[config.mk]
export PLATFORM = sky130hd
export DESIGN_NAME = gamepad_edge_and_deadzone
export DESIGN_NICKNAME = d
export VERILOG_FILES = /design/src/rtl/gep_pkg.sv /design/src/rtl/gep_lane.sv /design/src/rtl/gep_merge.sv /design/src/rtl/gamepad_edge_and_deadzone.sv
export SDC_FILE = /design/constraint.sdc
export NUM_CORES = 2
export LEC_CHECK = 0
export BUFFER_PORTS_ARGS = -buffer_cell sky130_fd_sc_hd__clkbuf_2
export CORE_MARGIN = 2
export CORE_UTILIZATION = 67
export CTS_CLUSTER_SIZE = 28
export DETAILED_ROUTE_END_ITERATION = 12
export GPL_TIMING_DRIVEN = 0
export PLACE_DENSITY_LB_ADDON = 0.25
export SYNTH_ARGS = -nofsm -noshare
export SYNTH_HDL_FRONTEND = slang
export SYNTH_SLANG_ARGS = --single-unit
[constraint.sdc]
create_clock -name clk_i -period 13.9 [get_ports clk_i]
set_input_delay 2.78 -clock clk_i [delete_from_list [all_inputs] [get_ports clk_i]]
set_output_delay 2.78 -clock clk_i [all_outputs]
set_load 0.05 [all_outputs]
[src/rtl/gep_pkg.sv]
// Shared types, constants and setup functions for the gamepad edge and dead zone block.
// Has no dependencies. Used by gep_lane, gep_merge and gamepad_edge_and_deadzone.
package gep_pkg;

  localparam int NumLanes = 6;
  localparam int QuoW     = 16;
  localparam int LvlW     = 17;
  localparam int DivSteps = 16;
  localparam int CntW     = $clog2(DivSteps);

  localparam int LaneLt = 0;
  localparam int LaneRt = 1;
  localparam int LaneLx = 2;
  localparam int LaneLy = 3;
  localparam int LaneRx = 4;
  localparam int LaneRy = 5;

  typedef enum logic [1:0] {
    ST_IDLE,
    ST_RUN,
    ST_FIN
  } gep_state_e;

  typedef enum logic [1:0] {
    OP_KEEP,
    OP_UPDATE,
    OP_LOST
  } gep_op_e;

  typedef enum logic [1:0] {
    CFG_LEFT_DZ,
    CFG_RIGHT_DZ,
    CFG_TRIG_THR
  } gep_cfg_e;

  typedef struct packed {
    logic            zero;
    logic            neg;
    logic [QuoW-1:0] num;
    logic [QuoW-1:0] den;
  } gep_div_t;

  function automatic gep_div_t trig_prep(logic [7:0] raw, logic [7:0] thr);
    gep_div_t r;
    r.zero = (raw <= thr);
    r.neg  = 1'b0;
    r.num  = {8'd0, 8'(raw - thr)};
    r.den  = {8'd0, 8'(8'd255 - thr)};
    return r;
  endfunction

  function automatic gep_div_t thumb_prep(logic signed [15:0] raw, logic [14:0] dz);
    gep_div_t          r;
    logic signed [17:0] v;
    logic signed [17:0] p;
    v = {{2{raw[15]}}, raw};
    p = {3'b000, dz};
    r.zero = 1'b0;
    r.neg  = 1'b0;
    r.num  = '0;
    r.den  = '0;
    if (v > p) begin
      r.num = 16'(v - p);
      r.den = 16'(17'd32767 - {2'b00, dz});
    end else if (v < -p) begin
      r.neg = 1'b1;
      r.num = 16'(-v - p);
      r.den = 16'(17'd32768 - {2'b00, dz});
    end else begin
      r.zero = 1'b1;
    end
    return r;
  endfunction

endpackage

[src/rtl/gep_lane.sv]
// One scaling lane: restoring divider giving floor(num * 32768 / den), one bit per cycle.
// Depends on gep_pkg for the setup struct and divider constants.
module gep_lane
  import gep_pkg::*;
(
  input  logic                   clk_i,
  input  logic                   rst_ni,
  input  logic                   start_i,
  input  gep_div_t               div_i,
  output logic                   busy_o,
  output logic signed [LvlW-1:0] level_o
);

  logic            busy_q, busy_d;
  logic [CntW-1:0] cnt_q, cnt_d;
  logic [QuoW:0]   rem_q, rem_d;
  logic [QuoW-1:0] den_q, den_d;
  logic [QuoW-1:0] quo_q, quo_d;
  logic            zero_q, zero_d;
  logic            neg_q, neg_d;
  logic [QuoW:0]   shifted;
  logic            ge;
  logic [LvlW-1:0] mag;

  always_comb begin
    shifted = (cnt_q == '0) ? rem_q : {rem_q[QuoW-1:0], 1'b0};
    ge      = (shifted >= {1'b0, den_q});
    busy_d  = busy_q;
    cnt_d   = cnt_q;
    rem_d   = rem_q;
    den_d   = den_q;
    quo_d   = quo_q;
    zero_d  = zero_q;
    neg_d   = neg_q;
    if (start_i) begin
      busy_d = 1'b1;
      cnt_d  = '0;
      rem_d  = {1'b0, div_i.num};
      den_d  = div_i.den;
      quo_d  = '0;
      zero_d = div_i.zero;
      neg_d  = div_i.neg;
    end else if (busy_q) begin
      rem_d = ge ? (shifted - {1'b0, den_q}) : shifted;
      quo_d = {quo_q[QuoW-2:0], ge};
      cnt_d = cnt_q + 1'b1;
      if (cnt_q == CntW'(DivSteps - 1)) begin
        busy_d = 1'b0;
      end
    end
  end

  always_ff @(posedge clk_i or negedge rst_ni) begin
    if (!rst_ni) begin
      busy_q <= 1'b0;
      cnt_q  <= '0;
    end else begin
      busy_q <= busy_d;
      cnt_q  <= cnt_d;
    end
  end

  always_ff @(posedge clk_i) begin
    rem_q  <= rem_d;
    den_q  <= den_d;
    quo_q  <= quo_d;
    zero_q <= zero_d;
    neg_q  <= neg_d;
  end

  assign mag     = {1'b0, quo_q};
  assign busy_o  = busy_q;
  assign level_o = zero_q ? '0 : (neg_q ? -$signed(mag) : $signed(mag));

endmodule

[src/rtl/gep_merge.sv]
// Merge stage: holds connection, packet number, button flags and axis levels.
// Depends on gep_pkg; takes lane levels and gives the next state to the output register.
module gep_merge
  import gep_pkg::*;
#(
  parameter int NumButtons = 14
) (
  input  logic                               clk_i,
  input  logic                               rst_ni,
  input  logic                               commit_i,
  input  gep_op_e                            op_i,
  input  logic [31:0]                        seq_i,
  input  logic [NumButtons-1:0]              mask_i,
  input  logic [NumLanes-1:0][LvlW-1:0]      lvl_i,
  output logic [31:0]                        last_seq_o,
  output logic                               conn_o,
  output logic [NumButtons-1:0]              held_o,
  output logic [NumButtons-1:0]              press_o,
  output logic [NumButtons-1:0]              release_o,
  output logic [NumLanes-1:0][LvlW-1:0]      lvl_o
);

  logic [31:0]                   last_seq_q, last_seq_d;
  logic                          conn_q, conn_d;
  logic [NumButtons-1:0]         held_q, held_d;
  logic [NumButtons-1:0]         press_q, press_d;
  logic [NumButtons-1:0]         release_q, release_d;
  logic [NumLanes-1:0][LvlW-1:0] lvl_q, lvl_d;

  always_comb begin
    last_seq_d = last_seq_q;
    conn_d     = conn_q;
    held_d     = held_q;
    press_d    = press_q;
    release_d  = release_q;
    lvl_d      = lvl_q;
    unique case (op_i)
      OP_UPDATE: begin
        conn_d     = 1'b1;
        last_seq_d = seq_i;
        press_d    = mask_i & ~held_q;
        release_d  = held_q & ~mask_i;
        held_d     = mask_i;
        lvl_d      = lvl_i;
      end
      OP_LOST: begin
        conn_d    = 1'b0;
        held_d    = '0;
        press_d   = '0;
        release_d = '0;
        lvl_d     = '0;
      end
      default: begin
        conn_d = 1'b1;
      end
    endcase
  end

  always_ff @(posedge clk_i or negedge rst_ni) begin
    if (!rst_ni) begin
      last_seq_q <= '1;
      conn_q     <= 1'b0;
      held_q     <= '0;
      press_q    <= '0;
      release_q  <= '0;
      lvl_q      <= '0;
    end else if (commit_i) begin
      last_seq_q <= last_seq_d;
      conn_q     <= conn_d;
      held_q     <= held_d;
      press_q    <= press_d;
      release_q  <= release_d;
      lvl_q      <= lvl_d;
    end
  end

  assign last_seq_o = last_seq_q;
  assign conn_o     = conn_d;
  assign held_o     = held_d;
  assign press_o    = press_d;
  assign release_o  = release_d;
  assign lvl_o      = lvl_d;

endmodule

[src/rtl/gamepad_edge_and_deadzone.sv]
// Top level of the gamepad edge and dead zone block: config registers, control, output register.
// Depends on gep_pkg, gep_lane (six scaling lanes) and gep_merge.
//
//   channel   dir  handshake              payload
//   s_axis    in   tvalid / tready        tuser poll_ok, tdata poll fields
//   m_axis    out  tvalid / tready        tuser is_connected, tdata levels and flags
//   cfg       in   cfg_we_i (no stall)    cfg_addr_i, cfg_wdata_i
//
// A poll with a new packet number loads the lanes when it is accepted, then runs the
// one-bit-per-cycle divider in each lane, sees the lanes idle and commits.
// Any other poll goes straight to commit. Reset empties the output register and loads register defaults.
// The next poll is accepted once the previous one is committed; a stalled result is held
// in the output register while the next poll runs.
module gamepad_edge_and_deadzone
  import gep_pkg::*;
#(
  parameter int NumButtons = 14
) (
  input  logic                           clk_i,
  input  logic                           rst_ni,
  input  logic                           cfg_we_i,
  input  logic [1:0]                     cfg_addr_i,
  input  logic [14:0]                    cfg_wdata_i,
  input  logic                           s_axis_tvalid,
  output logic                           s_axis_tready,
  // packet_seq, button_mask, left_trigger_raw, right_trigger_raw,
  // left_x_raw, left_y_raw, right_x_raw, right_y_raw, zero fill
  input  logic [((NumButtons+119)/8)*8-1:0] s_axis_tdata,
  // poll_ok
  input  logic                           s_axis_tuser,
  output logic                           m_axis_tvalid,
  input  logic                           m_axis_tready,
  // held_flags, press_edges, release_edges, left_trigger_level, right_trigger_level,
  // left_x_level, left_y_level, right_x_level, right_y_level, zero fill
  output logic [((3*NumButtons+107)/8)*8-1:0] m_axis_tdata,
  // is_connected
  output logic                           m_axis_tuser
);

  localparam int InMaskLo  = 32;
  localparam int InLtLo    = InMaskLo + NumButtons;
  localparam int InRtLo    = InLtLo + 8;
  localparam int InLxLo    = InRtLo + 8;
  localparam int InLyLo    = InLxLo + 16;
  localparam int InRxLo    = InLyLo + 16;
  localparam int InRyLo    = InRxLo + 16;
  localparam int OutPressLo = NumButtons;
  localparam int OutRelLo   = 2 * NumButtons;
  localparam int OutLtLo    = 3 * NumButtons;
  localparam int OutRtLo    = OutLtLo + 16;
  localparam int OutLxLo    = OutRtLo + 16;

  logic [14:0] left_dz_q;
  logic [14:0] right_dz_q;
  logic [7:0]  trig_thr_q;

  gep_state_e state_q, state_d;
  gep_op_e    op_q, op_d, in_op;
  logic [31:0]           seq_q;
  logic [NumButtons-1:0] mask_q;
  logic                  accept, start, commit;

  gep_div_t                      lane_div [NumLanes];
  logic [NumLanes-1:0]           lane_busy;
  logic [NumLanes-1:0][LvlW-1:0] lane_lvl;

  logic [31:0]                   last_seq;
  logic                          nx_conn;
  logic [NumButtons-1:0]         nx_held, nx_press, nx_release;
  logic [NumLanes-1:0][LvlW-1:0] nx_lvl;

  logic                          m_valid_q, m_valid_d;
  logic                          out_conn_q;
  logic [NumButtons-1:0]         out_held_q, out_press_q, out_release_q;
  logic [NumLanes-1:0][LvlW-1:0] out_lvl_q;

  always_ff @(posedge clk_i or negedge rst_ni) begin
    if (!rst_ni) begin
      left_dz_q  <= 15'd7849;
      right_dz_q <= 15'd8689;
      trig_thr_q <= 8'd30;
    end else if (cfg_we_i) begin
      unique case (cfg_addr_i)
        CFG_LEFT_DZ:  left_dz_q  <= cfg_wdata_i;
        CFG_RIGHT_DZ: right_dz_q <= cfg_wdata_i;
        CFG_TRIG_THR: trig_thr_q <= cfg_wdata_i[7:0];
        default: ;
      endcase
    end
  end

  assign in_op = !s_axis_tuser ? OP_LOST :
                 (s_axis_tdata[31:0] != last_seq) ? OP_UPDATE : OP_KEEP;

  assign lane_div[LaneLt] = trig_prep(s_axis_tdata[InLtLo +: 8], trig_thr_q);
  assign lane_div[LaneRt] = trig_prep(s_axis_tdata[InRtLo +: 8], trig_thr_q);
  assign lane_div[LaneLx] = thumb_prep(s_axis_tdata[InLxLo +: 16], left_dz_q);
  assign lane_div[LaneLy] = thumb_prep(s_axis_tdata[InLyLo +: 16], left_dz_q);
  assign lane_div[LaneRx] = thumb_prep(s_axis_tdata[InRxLo +: 16], right_dz_q);
  assign lane_div[LaneRy] = thumb_prep(s_axis_tdata[InRyLo +: 16], right_dz_q);

  always_comb begin
    state_d       = state_q;
    op_d          = op_q;
    s_axis_tready = 1'b0;
    accept        = 1'b0;
    start         = 1'b0;
    commit        = 1'b0;
    unique case (state_q)
      ST_IDLE: begin
        s_axis_tready = 1'b1;
        if (s_axis_tvalid) begin
          accept = 1'b1;
          op_d   = in_op;
          if (in_op == OP_UPDATE) begin
            start   = 1'b1;
            state_d = ST_RUN;
          end else begin
            state_d = ST_FIN;
          end
        end
      end
      ST_RUN: begin
        if (lane_busy == '0) begin
          state_d = ST_FIN;
        end
      end
      ST_FIN: begin
        if (!m_valid_q || m_axis_tready) begin
          commit  = 1'b1;
          state_d = ST_IDLE;
        end
      end
      default: begin
        state_d = ST_IDLE;
      end
    endcase
  end

  always_ff @(posedge clk_i or negedge rst_ni) begin
    if (!rst_ni) begin
      state_q <= ST_IDLE;
      op_q    <= OP_KEEP;
    end else begin
      state_q <= state_d;
      op_q    <= op_d;
    end
  end

  always_ff @(posedge clk_i) begin
    if (accept) begin
      seq_q  <= s_axis_tdata[31:0];
      mask_q <= s_axis_tdata[InMaskLo +: NumButtons];
    end
  end

  for (genvar g = 0; g < NumLanes; g++) begin : g_lane
    gep_lane u_lane (
      .clk_i   (clk_i),
      .rst_ni  (rst_ni),
      .start_i (start),
      .div_i   (lane_div[g]),
      .busy_o  (lane_busy[g]),
      .level_o (lane_lvl[g])
    );
  end

  gep_merge #(
    .NumButtons (NumButtons)
  ) u_merge (
    .clk_i      (clk_i),
    .rst_ni     (rst_ni),
    .commit_i   (commit),
    .op_i       (op_q),
    .seq_i      (seq_q),
    .mask_i     (mask_q),
    .lvl_i      (lane_lvl),
    .last_seq_o (last_seq),
    .conn_o     (nx_conn),
    .held_o     (nx_held),
    .press_o    (nx_press),
    .release_o  (nx_release),
    .lvl_o      (nx_lvl)
  );

  assign m_valid_d = commit ? 1'b1 : (m_axis_tready ? 1'b0 : m_valid_q);

  always_ff @(posedge clk_i or negedge rst_ni) begin
    if (!rst_ni) begin
      m_valid_q <= 1'b0;
    end else begin
      m_valid_q <= m_valid_d;
    end
  end

  always_ff @(posedge clk_i) begin
    if (commit) begin
      out_conn_q    <= nx_conn;
      out_held_q    <= nx_held;
      out_press_q   <= nx_press;
      out_release_q <= nx_release;
      out_lvl_q     <= nx_lvl;
    end
  end

  always_comb begin
    m_axis_tdata                             = '0;
    m_axis_tdata[0 +: NumButtons]            = out_held_q;
    m_axis_tdata[OutPressLo +: NumButtons]   = out_press_q;
    m_axis_tdata[OutRelLo +: NumButtons]     = out_release_q;
    m_axis_tdata[OutLtLo +: 16]              = out_lvl_q[LaneLt][15:0];
    m_axis_tdata[OutRtLo +: 16]              = out_lvl_q[LaneRt][15:0];
    m_axis_tdata[OutLxLo +: LvlW]            = out_lvl_q[LaneLx];
    m_axis_tdata[OutLxLo + LvlW +: LvlW]     = out_lvl_q[LaneLy];
    m_axis_tdata[OutLxLo + 2 * LvlW +: LvlW] = out_lvl_q[LaneRx];
    m_axis_tdata[OutLxLo + 3 * LvlW +: LvlW] = out_lvl_q[LaneRy];
  end

  assign m_axis_tvalid = m_valid_q;
  assign m_axis_tuser  = out_conn_q;

endmodule
==> metrics.md <==
| Metric | Value |
|---|---|
| Filler instances | approximately 4700 |
| Final Hold Viols | 0 |
| DRT iter0 DRCs | just over 4000 |
| Vias in the first global route | between 30000 and 40000 |
| CP required | 14.15 ns |
| RSZ-0062 raised after global routing | false |
| Via density per instance | around 6.3 |
| Crit path max fanout | 10 |
| Final setup violation count | 0 |
| Number of placement rows | 95 |
| Synth Area in Compound Gates | between 10% and 20% |
| Via count | ~37000 |
| Initial Utilization | between 60% and 70% |
| Max-slew headroom | a little under a quarter |
| Reg2reg path depth | 16 |
| CTS clk-pin slew, worst paths | roughly 0.060 ns |
| Max Cap Violations | 0 |
| GRT Overall Usage | a little over a third |
| GR Overflow Total | 0 |
| Clk_lat worst skew | between 0.6 and 0.7 ns |
| Hold Path Depth | 1 |
| Hold Path Sink | u_merge.last_seq_o[9] |
| Area share of fa/ha/maj cells after synthesis | roughly a tenth |
| Ys async rst share | between 30% and 40% |
| Post-Synth XOR/XNOR Area | roughly 6.0% |
| Synth top area share | 23.4% |
| Total number of yosys warnings | 0 |
| CP Capture Type | register |
| Die W | approximately 260 µm |
| Tcrit/Tclk final | approximately 49% |
| # H-tree levels | 3 |
| Largest net degree at the start of global routing | between 100 and 150 |
| CTS resizes | 0 |
| Routed Wire Length | approximately 130 mm |
| Min cycle time layout | between 6 and 7 ns |
| Cell with the most instances after synthesis | ha_1 |
| Syn Area/Cell | 10.1 µm² |
| Die Y-Extent | between 200 and 300 µm |
| Synth cell types | 100 |
| Post-synth EDFFs | between 300 and 400 |
| Final core utilization | roughly three quarters |
| Commonest cells in the netlist | ha_1 (352), edfxtp_1 (351), nand2_1 (340) |
| Routed Antenna Nets | 0 |
| Final hold slack | about 0.47 ns |
| WP data arrival | 7.01 ns |
| Mapped cell area | roughly 0.045 mm² |
| Hold path startpoint | seq_q[9] |
| Synth top area cells | edfxtp_1 (23%), dfrtp_1 (11%), ha_1 (9.8%), mux2_2 (6.4%), dfxtp_1 (5.2%) |
| Area grow syn2layout | 11.8% |
| Port Buf Inserts | slightly below 300 |
| Post-synthesis mux area share | under 10% |
| Slowest-stage cell, CP | clkbuf_1 |
| Routed wire per std cell | around 22 µm |
| CTS Hold Bufs | 0 |
| Slowest stage delay, CP | a little under 0.9 ns |
| Fin. max-slew vios | 0 |
| TritonRoute pass-1 iters | 9 |
| TritonCTS buffer count | between 70 and 80 |
| Most frequent CP cell | clkbuf_1 |
| Root Driver | clkbuf_16 |
| #FFs+latches synth | 716 |
| PwrDens | around 250 mW/mm² |
| Final nets | 5359 |
| Tightest Pin Transition | around 1.2 ns |
| Reg2Reg Setup Slack | around 7.5 ns |
| Clock buffer depth | 3 |
| Sequential element share of the synthesized area | 42.5% |
| Cells after synthesis | around 4500 |
| VDD IR-drop max | about 0.17 mV |
| Hold WC Path Type | register to register |
| DRC | 0 |
| Fmax | 148 MHz |
| Status | finished, final reports clean |
| Worst r2r dst | g_lane[5].u_lane.rem_q[14] |
| Critical-path cell list | clkbuf_2 -> xor2_1 -> nor4_1 -> nand4_1 -> o21ai_0 -> or2_2 -> clkbuf_1 -> clkbuf_1 -> clkbuf_1 -> nand2_1 |
| FF-to-FF Start | g_lane[5].u_lane.cnt_q[0] |
| First-pass GRT wire length | approximately 200 mm |
| Core ar. | around 0.067 mm² |
| Simple-gate share of the synthesized area | a little under an eighth |
| # placed instances | around 5600 |
| Cell taking the most area after synthesis | edfxtp_1 |
| Die area | approximately 0.069 mm² |
| CTS tree | yes |
| Critical path class | primary input to register |
| Setup TNS | 0 ns |
| IO Pins | roughly 300 |
| Share of layout cells above drive strength 1 | 16.1% |
| Main combinational cell family by area after synthesis | compound AO/OA/AOI/OAI gates |
| Setup Skew | 0.0273 ns |
| Fin cells | between 5000 and 6000 |
| Fin area | a little over 0.05 mm² |
| Initial antenna violation count | 2 |
| Clk sink count | ~700 |
| Leakage power | 0.0226 µW |
| Crit path launch type | primary input |
| Setup Buffers After CTS | 0 |
| Most used DFF post-synth | edfxtp_1 |
| Hpwl dp | ~94 mm |
| GP Congestion | 0.984 |
| Placed Area | around 0.048 mm² |
[metal layers]
metal,vias up,track usage (%),share of wire (%)
met5,-,0,0
met3,368,5.44,8.2
li1,16993,-,-
met2,1755,57.8,46
met1,17491,47.8,41
met4,0,17.3,4.9
[kinds of logic after synthesis]
family                     Yosys count
other                                1
buffers and inverters              498
xor gates and xnor gates           309
adders and majority gates          371
muxes                              410
DFF                                716
AOI/OAI and AO/OA                 1032
and+or+nand+nor                   1125
[metrics by stage]
stage          worst slack (ns)  total power [µW]
3_3_place_gp               3.18             10300
6_report                   7.15             12800
4_1_cts                    7.18             12700
5_1_grt                    7.16             13600
3_5_place_dp               6.59             10500
2_1_floorplan              5.57              8810
[critical path, delay by kind of cell]
| family | cells | cell delay, ns |
|---|---|---|
| AO/OA/AOI/OAI | 1 | 0.68 |
| buffers and inverters | 4 | 2.09 |
| XOR/XNOR | 1 | 0.16 |
| AND/OR/NAND/NOR | 4 | 1.28 |
[worst max-delay path by stage]
stage / cells past startpoint / to / slack (ns) / startpoint
2_1_floorplan: 5 / u_merge.lvl_q[100] / 5.57 / m_axis_tready
3_3_place_gp: 6 / u_merge.lvl_q[100] / 3.18 / m_axis_tready
3_5_place_dp: 10 / g_lane[1].u_lane.rem_q[6] / 6.59 / s_axis_tdata[15]
4_1_cts: 10 / g_lane[1].u_lane.rem_q[1] / 7.18 / s_axis_tdata[26]
5_1_grt: 10 / g_lane[1].u_lane.rem_q[1] / 7.16 / s_axis_tdata[26]
6_report: 10 / g_lane[1].u_lane.rem_q[6] / 7.15 / s_axis_tdata[29]
[flip-flops by register name, indices dropped and copies added (netlist names), 15 cells and up]
signal               cells
g_lane.u_lane.den_q     72
g_lane.u_lane.cnt_q     24
g_lane.u_lane.quo_q     96
left_dz_q               15
u_merge.lvl_q          100
u_merge.last_seq_o      32
right_dz_q              15
seq_q                   32
g_lane.u_lane.rem_q    102
m_axis_tdata           100
[area by class of cell]
cell class	count	area, µm²	share of cell area [%]
multi-input cells	3249	24000	47.7
flip-flops and latches	716	19100	38.0
clock buffers	99	2110	4.19
repair buffers	300	1640	3.25
inverters	317	1190	2.36
well taps	873	1090	2.17
plain buffers	181	718	1.42
clock inverters	41	473	0.938
diodes	2	5.00	0.00993
[where the power goes]
part / total (µW) / leakage, µW / switching, µW / internal, µW
clock: 2090 / 0.00125 / 888 / 1200
sequential: 3820 / 0.00750 / 546 / 3270
combinational: 6910 / 0.0138 / 4250 / 2660
[placed cells by master (no fill, tap or decap), types with 33 or more instances in the layout]
cell,n
nor2_1,325
nand2_1,340
a31oi_1,51
ha_1,352
dfrtp_1,196
or3_1,33
nand2b_1,53
xor2_1,115
nor2b_1,51
dfxtp_1,118
mux2_2,257
a22o_1,76
dfstp_2,51
mux2i_1,153
edfxtp_1,351
clkbuf_2,292
o21ai_0,255
xnor2_1,193
a21o_1,56
nand3_1,69
o22ai_1,33
clkbuf_1,168
o31ai_1,37
nor3_1,77
a21oi_1,240
nand4_1,37
inv_1,314
clkbuf_16,78
No activity file was read; power rests on OpenSTA's default activity.
